### src/hw/rtl/extended_gcd_top_assert.svh
// Assertion macros for the extended gcd block.
`ifndef EXTENDED_GCD_TOP_ASSERT_SVH
`define EXTENDED_GCD_TOP_ASSERT_SVH

// Same-cycle implication, checked outside reset.
`define EGCD_ASSERT_NOW(label, ante, cons) \
  label: assert property (@(posedge clk) disable iff (!rst_n) (ante) |-> (cons)) \
    else $error("egcd: check failed");

// Next-cycle implication, checked outside reset.
`define EGCD_ASSERT_NEXT(label, ante, cons) \
  label: assert property (@(posedge clk) disable iff (!rst_n) (ante) |=> (cons)) \
    else $error("egcd: check failed");

`endif

### src/hw/rtl/egcd_pkg.sv
// Shared widths and item types for the extended gcd block.
package egcd_pkg;

  localparam int DATA_W = 31;
  localparam int COEF_W = 32;
  localparam int CNT_W  = $clog2(DATA_W);

  typedef struct packed {
    logic [DATA_W-1:0] a_value;
    logic [DATA_W-1:0] b_value;
  } egcd_in_t;

  typedef struct packed {
    logic [DATA_W-1:0]        gcd_value;
    logic signed [COEF_W-1:0] coef_x;
    logic signed [COEF_W-1:0] coef_y;
  } egcd_out_t;

endpackage

### src/hw/rtl/extended_gcd_top.sv
// Extended Euclid engine: gcd and Bezout coefficients on a shared divider and multiplier.
//
//   channel | ports                        | item
//   --------+------------------------------+-------------------------------
//   input   | in_valid, in_stall, in_data  | a_value, b_value
//   result  | out_valid, out_stall, out_data | gcd_value, coef_x, coef_y
//
// One Euclid step runs a zero check, then the restoring divider (one
// quotient bit a cycle), then two products on the shared multiplier and
// one update. in_stall is high while an item is in flight. Reset clears
// control only. The result register lets the next item start while a
// result waits under out_stall.
module extended_gcd_top
  import egcd_pkg::*;
(
  input  logic      clk,
  input  logic      rst_n,
  input  logic      in_valid,
  output logic      in_stall,
  input  egcd_in_t  in_data,
  output logic      out_valid,
  input  logic      out_stall,
  output egcd_out_t out_data
);

`include "extended_gcd_top_assert.svh"

  localparam logic [2:0] ST_IDLE  = 3'd0;
  localparam logic [2:0] ST_CHECK = 3'd1;
  localparam logic [2:0] ST_DIV   = 3'd2;
  localparam logic [2:0] ST_MULX  = 3'd3;
  localparam logic [2:0] ST_MULY  = 3'd4;
  localparam logic [2:0] ST_UPD   = 3'd5;
  localparam logic [2:0] ST_FIN   = 3'd6;

  logic [2:0]        state_r, state_nxt;
  logic [CNT_W-1:0]  cnt_r, cnt_nxt;
  logic [DATA_W-1:0] num_r, num_nxt;     // shrinking divisor
  logic [DATA_W-1:0] den_r, den_nxt;     // ends as the gcd
  logic [DATA_W-1:0] rem_r, rem_nxt;
  logic [DATA_W-1:0] quo_r, quo_nxt;     // dividend shifts out, quotient in
  logic [COEF_W-1:0] cx_r, cx_nxt, cy_r, cy_nxt;
  logic [COEF_W-1:0] px_r, px_nxt, py_r, py_nxt;
  logic [COEF_W-1:0] prodx_r, prodx_nxt, prody_r, prody_nxt;
  logic              out_valid_r, out_valid_nxt;
  egcd_out_t         out_data_r, out_data_nxt;

  logic [DATA_W:0]   div_shift;
  logic [DATA_W:0]   div_diff;
  logic [COEF_W-1:0] mul_a, mul_b, mul_p;

  // restoring divider step
  assign div_shift = {rem_r, quo_r[DATA_W-1]};
  assign div_diff  = div_shift - {1'b0, num_r};

  // shared multiplier, kept modulo 2^COEF_W
  assign mul_a = COEF_W'(quo_r);
  assign mul_b = (state_r == ST_MULX) ? cx_r : cy_r;
  assign mul_p = COEF_W'(mul_a * mul_b);

  always_comb begin
    state_nxt     = state_r;
    cnt_nxt       = cnt_r;
    num_nxt       = num_r;
    den_nxt       = den_r;
    rem_nxt       = rem_r;
    quo_nxt       = quo_r;
    cx_nxt        = cx_r;
    cy_nxt        = cy_r;
    px_nxt        = px_r;
    py_nxt        = py_r;
    prodx_nxt     = prodx_r;
    prody_nxt     = prody_r;
    out_valid_nxt = out_valid_r;
    out_data_nxt  = out_data_r;

    if (out_valid_r && !out_stall) begin
      out_valid_nxt = 1'b0;
    end

    case (state_r)
      ST_IDLE: begin
        if (in_valid) begin
          num_nxt   = in_data.a_value;
          den_nxt   = in_data.b_value;
          cx_nxt    = COEF_W'(1);
          cy_nxt    = '0;
          px_nxt    = '0;
          py_nxt    = COEF_W'(1);
          state_nxt = ST_CHECK;
        end
      end
      ST_CHECK: begin
        if (num_r == '0) begin
          state_nxt = ST_FIN;
        end else begin
          rem_nxt   = '0;
          quo_nxt   = den_r;
          cnt_nxt   = CNT_W'(DATA_W - 1);
          state_nxt = ST_DIV;
        end
      end
      ST_DIV: begin
        if (!div_diff[DATA_W]) begin
          rem_nxt = div_diff[DATA_W-1:0];
          quo_nxt = {quo_r[DATA_W-2:0], 1'b1};
        end else begin
          rem_nxt = div_shift[DATA_W-1:0];
          quo_nxt = {quo_r[DATA_W-2:0], 1'b0};
        end
        if (cnt_r == '0) begin
          state_nxt = ST_MULX;
        end else begin
          cnt_nxt = cnt_r - 1'b1;
        end
      end
      ST_MULX: begin
        prodx_nxt = mul_p;
        state_nxt = ST_MULY;
      end
      ST_MULY: begin
        prody_nxt = mul_p;
        state_nxt = ST_UPD;
      end
      ST_UPD: begin
        px_nxt    = cx_r;
        py_nxt    = cy_r;
        cx_nxt    = px_r - prodx_r;
        cy_nxt    = py_r - prody_r;
        den_nxt   = num_r;
        num_nxt   = rem_r;
        state_nxt = ST_CHECK;
      end
      ST_FIN: begin
        if (!out_valid_r || !out_stall) begin
          out_valid_nxt          = 1'b1;
          out_data_nxt.gcd_value = den_r;
          out_data_nxt.coef_x    = px_r;
          out_data_nxt.coef_y    = py_r;
          state_nxt              = ST_IDLE;
        end
      end
      default: begin
        state_nxt = ST_IDLE;
      end
    endcase
  end

  always_ff @(posedge clk) begin
    if (!rst_n) begin
      state_r     <= ST_IDLE;
      out_valid_r <= 1'b0;
    end else begin
      state_r     <= state_nxt;
      out_valid_r <= out_valid_nxt;
    end
  end

  always_ff @(posedge clk) begin
    cnt_r      <= cnt_nxt;
    num_r      <= num_nxt;
    den_r      <= den_nxt;
    rem_r      <= rem_nxt;
    quo_r      <= quo_nxt;
    cx_r       <= cx_nxt;
    cy_r       <= cy_nxt;
    px_r       <= px_nxt;
    py_r       <= py_nxt;
    prodx_r    <= prodx_nxt;
    prody_r    <= prody_nxt;
    out_data_r <= out_data_nxt;
  end

  assign in_stall  = (state_r != ST_IDLE);
  assign out_valid = out_valid_r;
  assign out_data  = out_data_r;

  `EGCD_ASSERT_NEXT(a_accept_starts, in_valid && !in_stall, state_r == ST_CHECK)
  `EGCD_ASSERT_NOW(a_div_nonzero, state_r == ST_DIV, num_r != '0)
  `EGCD_ASSERT_NOW(a_rem_bound, state_r == ST_UPD, rem_r < num_r)
  `EGCD_ASSERT_NOW(a_fin_done, state_r == ST_FIN, num_r == '0)

endmodule
### config.mk
export PLATFORM = sky130hd
export DESIGN_NAME = extended_gcd_top
export DESIGN_NICKNAME = d
export VERILOG_FILES = /design/src/hw/rtl/egcd_pkg.sv /design/src/hw/rtl/extended_gcd_top.sv
export VERILOG_INCLUDE_DIRS = /design/src /design/src/hw/rtl
export SDC_FILE = /design/constraint.sdc
export NUM_CORES = 2
export LEC_CHECK = 0
export ABC_AREA = 1
export BUFFER_PORTS_ARGS = -buffer_cell sky130_fd_sc_hd__buf_2
export CAP_MARGIN = 10
export CORE_ASPECT_RATIO = 1.75
export CORE_MARGIN = 10
export CORE_UTILIZATION = 55
export CTS_BUF_LIST = sky130_fd_sc_hd__clkbuf_4 sky130_fd_sc_hd__clkbuf_8 sky130_fd_sc_hd__clkbuf_16
export CTS_CLUSTER_SIZE = 24
export DETAILED_ROUTE_END_ITERATION = 8
export PLACE_DENSITY = 0.72
export SLEW_MARGIN = 30
export SYNTH_ARGS = -nofsm -noshare
export SYNTH_HDL_FRONTEND = slang
export SYNTH_SLANG_ARGS = --single-unit
### constraint.sdc
create_clock -name clk -period 23.6 [get_ports clk]
set_clock_uncertainty 0.2 [all_clocks]
set_input_delay 3.54 -clock clk [delete_from_list [all_inputs] [get_ports clk]]
set_output_delay 3.54 -clock clk [all_outputs]
set_load 0.005 [all_outputs]
==> flow_summary.html <==
<table>
<tr><th>Metric</th><th>Value</th></tr>
<tr><th colspan="2">Clocking</th></tr>
<tr><td>Number of sinks handled by clock tree synthesis</td><td>420</td></tr>
<tr><td>Number of hold-repair buffers added at the cts stage</td><td>0</td></tr>
<tr><td>Post-CTS clock slew at the launch and capture registers of the worst setup and hold paths</td><td>60 ps</td></tr>
<tr><td>Clk_lat worst skew</td><td>630 ps</td></tr>
<tr><td>Number of buffers added by the clock tree synthesis step</td><td>41</td></tr>
<tr><td>TritonCTS clock tree</td><td>yes</td></tr>
<tr><td>Resized cells post-CTS</td><td>0</td></tr>
<tr><td>Number of buffers inserted to repair setup after CTS</td><td>0</td></tr>
<tr><td>Root buffer cell</td><td>sky130_fd_sc_hd__clkbuf_16</td></tr>
<tr><td>Clock Path Buffers</td><td>3</td></tr>
<tr><td>H-tree levels</td><td>2</td></tr>
<tr><th colspan="2">Global route</th></tr>
<tr><td>All-Layer GR Usage</td><td>30.6%</td></tr>
<tr><td>Antenna violations before repair</td><td>1</td></tr>
<tr><td>Global-route wire length before repair</td><td>171000 µm</td></tr>
<tr><td>Congestion Overflow GR</td><td>0</td></tr>
<tr><td>Via count of the first global-routing pass</td><td>29.4k</td></tr>
<tr><td>Largest net degree at the start of global routing</td><td>115</td></tr>
<tr><th colspan="2">Routing</th></tr>
<tr><td>Iteration-0 DRC count of the detailed router</td><td>1953</td></tr>
<tr><td>Via total after detailed routing</td><td>27.9k</td></tr>
<tr><td>TritonRoute pass-1 iters</td><td>6</td></tr>
<tr><td>Mean routed wirelength per cell</td><td>23.5 µm</td></tr>
<tr><td>Final ANT Viol Nets</td><td>0</td></tr>
<tr><td>Number of vias per cell</td><td>5.71</td></tr>
<tr><td>Final Routed Wirelength</td><td>115000 µm</td></tr>
<tr><td>Number of remaining DRC errors</td><td>0</td></tr>
<tr><th colspan="2">Critical path</th></tr>
<tr><td>Capture instance of the worst register-to-register path</td><td>prodx_r[31]</td></tr>
<tr><td>Worst EP arrival</td><td>9630 ps</td></tr>
<tr><td>Top fanout value on the critical path</td><td>43</td></tr>
<tr><td>Crit-path most repeated cell</td><td>sky130_fd_sc_hd__fa_1</td></tr>
<tr><td>Startpoint of the worst-slack reg-to-reg timing path</td><td>state_r[0]</td></tr>
<tr><td>Source of the critical timing path</td><td>state_r[0]</td></tr>
<tr><td>Register-to-register setup slack</td><td>14140 ps</td></tr>
<tr><td>Worst Setup End Kind</td><td>flip-flop</td></tr>
<tr><td>Logic depth of the worst register-to-register path</td><td>31</td></tr>
<tr><td>Critical Path Slowest Stage Cell</td><td>sky130_fd_sc_hd__fa_1</td></tr>
<tr><td>Critical Path Sink</td><td>prodx_r[31]</td></tr>
<tr><td>Critical path's largest stage delay</td><td>540 ps</td></tr>
<tr><td>Launching element type of the critical path</td><td>flip-flop</td></tr>
<tr><td>Endpoint required time on the critical path</td><td>23760 ps</td></tr>
<tr><td>Worst setup path category</td><td>flip-flop to flip-flop</td></tr>
<tr><th colspan="2">Yosys</th></tr>
<tr><td>Synthesized area per cell</td><td>9.12 µm²</td></tr>
<tr><td>Count of unique library cells instantiated by Yosys</td><td>53</td></tr>
<tr><td>Mux contribution to synthesized area</td><td>0%</td></tr>
<tr><td>Post-Synth Simple-Gate Area</td><td>16.4%</td></tr>
<tr><td>Proportion of register bits with asynchronous set or reset after synthesis</td><td>0%</td></tr>
<tr><td>Share of synthesized area occupied by flip-flops and latches</td><td>35.0%</td></tr>
<tr><td>Synthesized cell area</td><td>35900 µm²</td></tr>
<tr><td>Post-synth top area share</td><td>34.8%</td></tr>
<tr><td>Largest area contributor in the synthesized netlist</td><td>sky130_fd_sc_hd__edfxtp_1</td></tr>
<tr><td>Yosys Warn Count</td><td>0</td></tr>
<tr><td>Number of flops mapped to enable cells by yosys</td><td>416</td></tr>
<tr><td>Combinational family with the most area after synthesis</td><td>adder cells</td></tr>
<tr><td>Synthesized net count</td><td>4627</td></tr>
<tr><td>Top FF cell, synth</td><td>sky130_fd_sc_hd__edfxtp_1</td></tr>
<tr><td>Gate count of the mapped netlist</td><td>3935</td></tr>
<tr><td>Number of synthesized register bits</td><td>420</td></tr>
<tr><td>Top cells by area in the synthesized netlist</td><td>sky130_fd_sc_hd__edfxtp_1, sky130_fd_sc_hd__fa_1, sky130_fd_sc_hd__nand2_1</td></tr>
<tr><td>Complex-gate fraction of the synthesized area</td><td>7.34%</td></tr>
<tr><td>XOR/XNOR share of the synthesized area</td><td>1.59%</td></tr>
<tr><td>Synth Area in Adders</td><td>30.5%</td></tr>
<tr><th colspan="2">Run</th></tr>
<tr><td>Maxcap violations</td><td>0</td></tr>
<tr><th colspan="2">STA</th></tr>
<tr><td>Setup violators final</td><td>0</td></tr>
<tr><td>Setup total negative slack</td><td>0 ps</td></tr>
<tr><td>Maximum clock frequency</td><td>106 MHz</td></tr>
<tr><td>Worst rel slew slack</td><td>33.3%</td></tr>
<tr><td>Actual transition at the worst max-transition pin</td><td>991 ps</td></tr>
<tr><td>Final worst path period need</td><td>9460 ps</td></tr>
<tr><td>Final-layout worst hold slack</td><td>249 ps</td></tr>
<tr><td>Final Cycle Share</td><td>40.1%</td></tr>
<tr><td>Final Max Tran Viols</td><td>0</td></tr>
<tr><td>RSZ-0062 raised after global routing</td><td>no</td></tr>
<tr><td>Number of hold-slack violations in the final timing report</td><td>0</td></tr>
<tr><th colspan="2">Floorplanning</th></tr>
<tr><td>Horizontal extent of the die</td><td>213 µm</td></tr>
<tr><td>Die height</td><td>358 µm</td></tr>
<tr><td>Die area</td><td>76200 µm²</td></tr>
<tr><td>Top-level I/O count</td><td>163</td></tr>
<tr><td>Initial Util</td><td>55.6%</td></tr>
<tr><td>Number of rows created at floorplan</td><td>123</td></tr>
<tr><td>Area of the core region</td><td>64500 µm²</td></tr>
<tr><th colspan="2">Final layout</th></tr>
<tr><td>Final nets</td><td>4746</td></tr>
<tr><td>Final standard cell count with taps included and fillers excluded</td><td>4896</td></tr>
<tr><td>Fraction of final layout cells sized beyond drive strength 1</td><td>7.40%</td></tr>
<tr><td>Area growth from synthesis to layout</td><td>8.27%</td></tr>
<tr><th colspan="2">Worst hold path</th></tr>
<tr><td>Classification of the worst-slack hold path</td><td>flip-flop to flip-flop</td></tr>
<tr><td>Worst Min Path Start</td><td>px_r[0]</td></tr>
<tr><th colspan="2">Run status</th></tr>
<tr><td>Run status</td><td>finished, final reports clean</td></tr>
<tr><th colspan="2">Placement</th></tr>
<tr><td>Cell total after placement</td><td>4823</td></tr>
<tr><td>Count of input and output buffers</td><td>162</td></tr>
<tr><td>Detail Placement HPWL</td><td>92100 µm</td></tr>
<tr><td>Global placement routability congestion</td><td>1.01</td></tr>
</table>
-- cell usage in the layout (no fill, tap or decap), types with 17 or more instances in the layout --
| cell | Yosys | final |
|---|---|---|
| sky130_fd_sc_hd__nand3_1 | 87 | 87 |
| sky130_fd_sc_hd__edfxtp_1 | 416 | 416 |
| sky130_fd_sc_hd__buf_2 | 7 | 162 |
| sky130_fd_sc_hd__ha_1 | 214 | 214 |
| sky130_fd_sc_hd__nor2_1 | 485 | 483 |
| sky130_fd_sc_hd__xor2_1 | 37 | 37 |
| sky130_fd_sc_hd__inv_1 | 723 | 722 |
| sky130_fd_sc_hd__nand2_1 | 849 | 847 |
| sky130_fd_sc_hd__o21ai_0 | 177 | 175 |
| sky130_fd_sc_hd__o21a_1 | 24 | 24 |
| sky130_fd_sc_hd__nor4_1 | 17 | 17 |
| sky130_fd_sc_hd__clkbuf_16 | 0 | 41 |
| sky130_fd_sc_hd__a21oi_1 | 201 | 201 |
| sky130_fd_sc_hd__buf_4 | 5 | 32 |
| sky130_fd_sc_hd__fa_1 | 412 | 412 |
| sky130_fd_sc_hd__xnor2_1 | 28 | 28 |
-- worst min path at each step --
stage,end,slack [ps],cells past startpoint
after floorplan,out_data[0],230,0
after global placement,out_data[32],230,0
after detailed placement,out_data[32],230,0
after CTS,out_data[32],250,0
after global routing,out_data[32],270,0
final,out_data[32],250,0
-- layout make-up --
class | count | area, µm²
multi-input combinational | 2656 | 20100
antenna | 1 | 2.50
clock inverter | 27 | 260
inverter | 740 | 2780
timing repair buffer | 195 | 1080
fill | 5692 | 25600
tap | 812 | 1020
clock buffer | 45 | 1060
sequential | 420 | 12600
-- logic make-up after synthesis --
group | Yosys count
and+or+nand+nor | 1491
AOI/OAI and AO/OA | 474
adders and majority gates | 626
xor gates and xnor gates | 65
buffers and inverters | 859
DFF | 420
-- cells in the mapped netlist (3+ instances only) --
library cell / number
sky130_fd_sc_hd__nand4_1: 13
sky130_fd_sc_hd__buf_4: 5
sky130_fd_sc_hd__o21ai_0: 177
sky130_fd_sc_hd__nand3b_1: 7
sky130_fd_sc_hd__buf_2: 7
sky130_fd_sc_hd__nor2_1: 485
sky130_fd_sc_hd__ha_1: 214
sky130_fd_sc_hd__nand2_2: 7
sky130_fd_sc_hd__o221ai_1: 5
sky130_fd_sc_hd__a21oi_1: 201
sky130_fd_sc_hd__edfxtp_1: 416
sky130_fd_sc_hd__clkinv_1: 10
sky130_fd_sc_hd__a31oi_1: 6
sky130_fd_sc_hd__nor3_1: 18
sky130_fd_sc_hd__a21boi_0: 6
sky130_fd_sc_hd__xnor2_1: 28
sky130_fd_sc_hd__fa_1: 412
sky130_fd_sc_hd__xor2_1: 37
sky130_fd_sc_hd__o31ai_1: 8
sky130_fd_sc_hd__o21ai_1: 7
sky130_fd_sc_hd__o21a_1: 24
sky130_fd_sc_hd__inv_2: 7
sky130_fd_sc_hd__dfxtp_1: 4
sky130_fd_sc_hd__inv_1: 723
sky130_fd_sc_hd__o21ai_2: 6
sky130_fd_sc_hd__a21o_1: 10
sky130_fd_sc_hd__o21bai_1: 5
sky130_fd_sc_hd__nand3_1: 87
sky130_fd_sc_hd__clkbuf_1: 100
sky130_fd_sc_hd__o211ai_1: 4
sky130_fd_sc_hd__buf_1: 3
sky130_fd_sc_hd__nor4_1: 17
sky130_fd_sc_hd__nand2_1: 849
-- registers in the layout (all words and copies together) (netlist names) --
signal and count:
num_r 31, py_r 32, quo_r 31, prodx_r 32
cx_r 32, out_data 95, prody_r 32, rem_r 31
px_r 32, cy_r 32, den_r 31, state_r 3
cnt_r 5, out_valid 1
-- stage by stage --
step	setup slack, ps	utilization [%]	instance area (µm²)
after floorplan	5590	-	35900
after global placement	14510	58.1	37500
after detailed placement	14320	58.2	37500
after CTS	14310	60.2	38800
after global routing	13780	60.2	38800
final	14140	60.2	38800
-- critical path: cells and delay by family (launching register included) --
family / cells / cell delay [ps]
buf+inv: 7 / 1270
flops: 1 / 510
fa+ha+maj: 9 / 4240
simple gates: 15 / 2930
-- metal layers --
| layer | global-route usage (%) | wire length [µm] | vias up |
|---|---|---|---|
| li1 | - | - | 12627 |
| met1 | 29.5 | 35900 | 13542 |
| met2 | 54.2 | 59100 | 1265 |
| met3 | 5.20 | 7120 | 503 |
| met4 | 29.0 | 12800 | 0 |
| met5 | 0 | 0 | - |
Power is not shown: default switching activity piles up to over one toggle a cycle in this logic, so the estimate is an artifact.
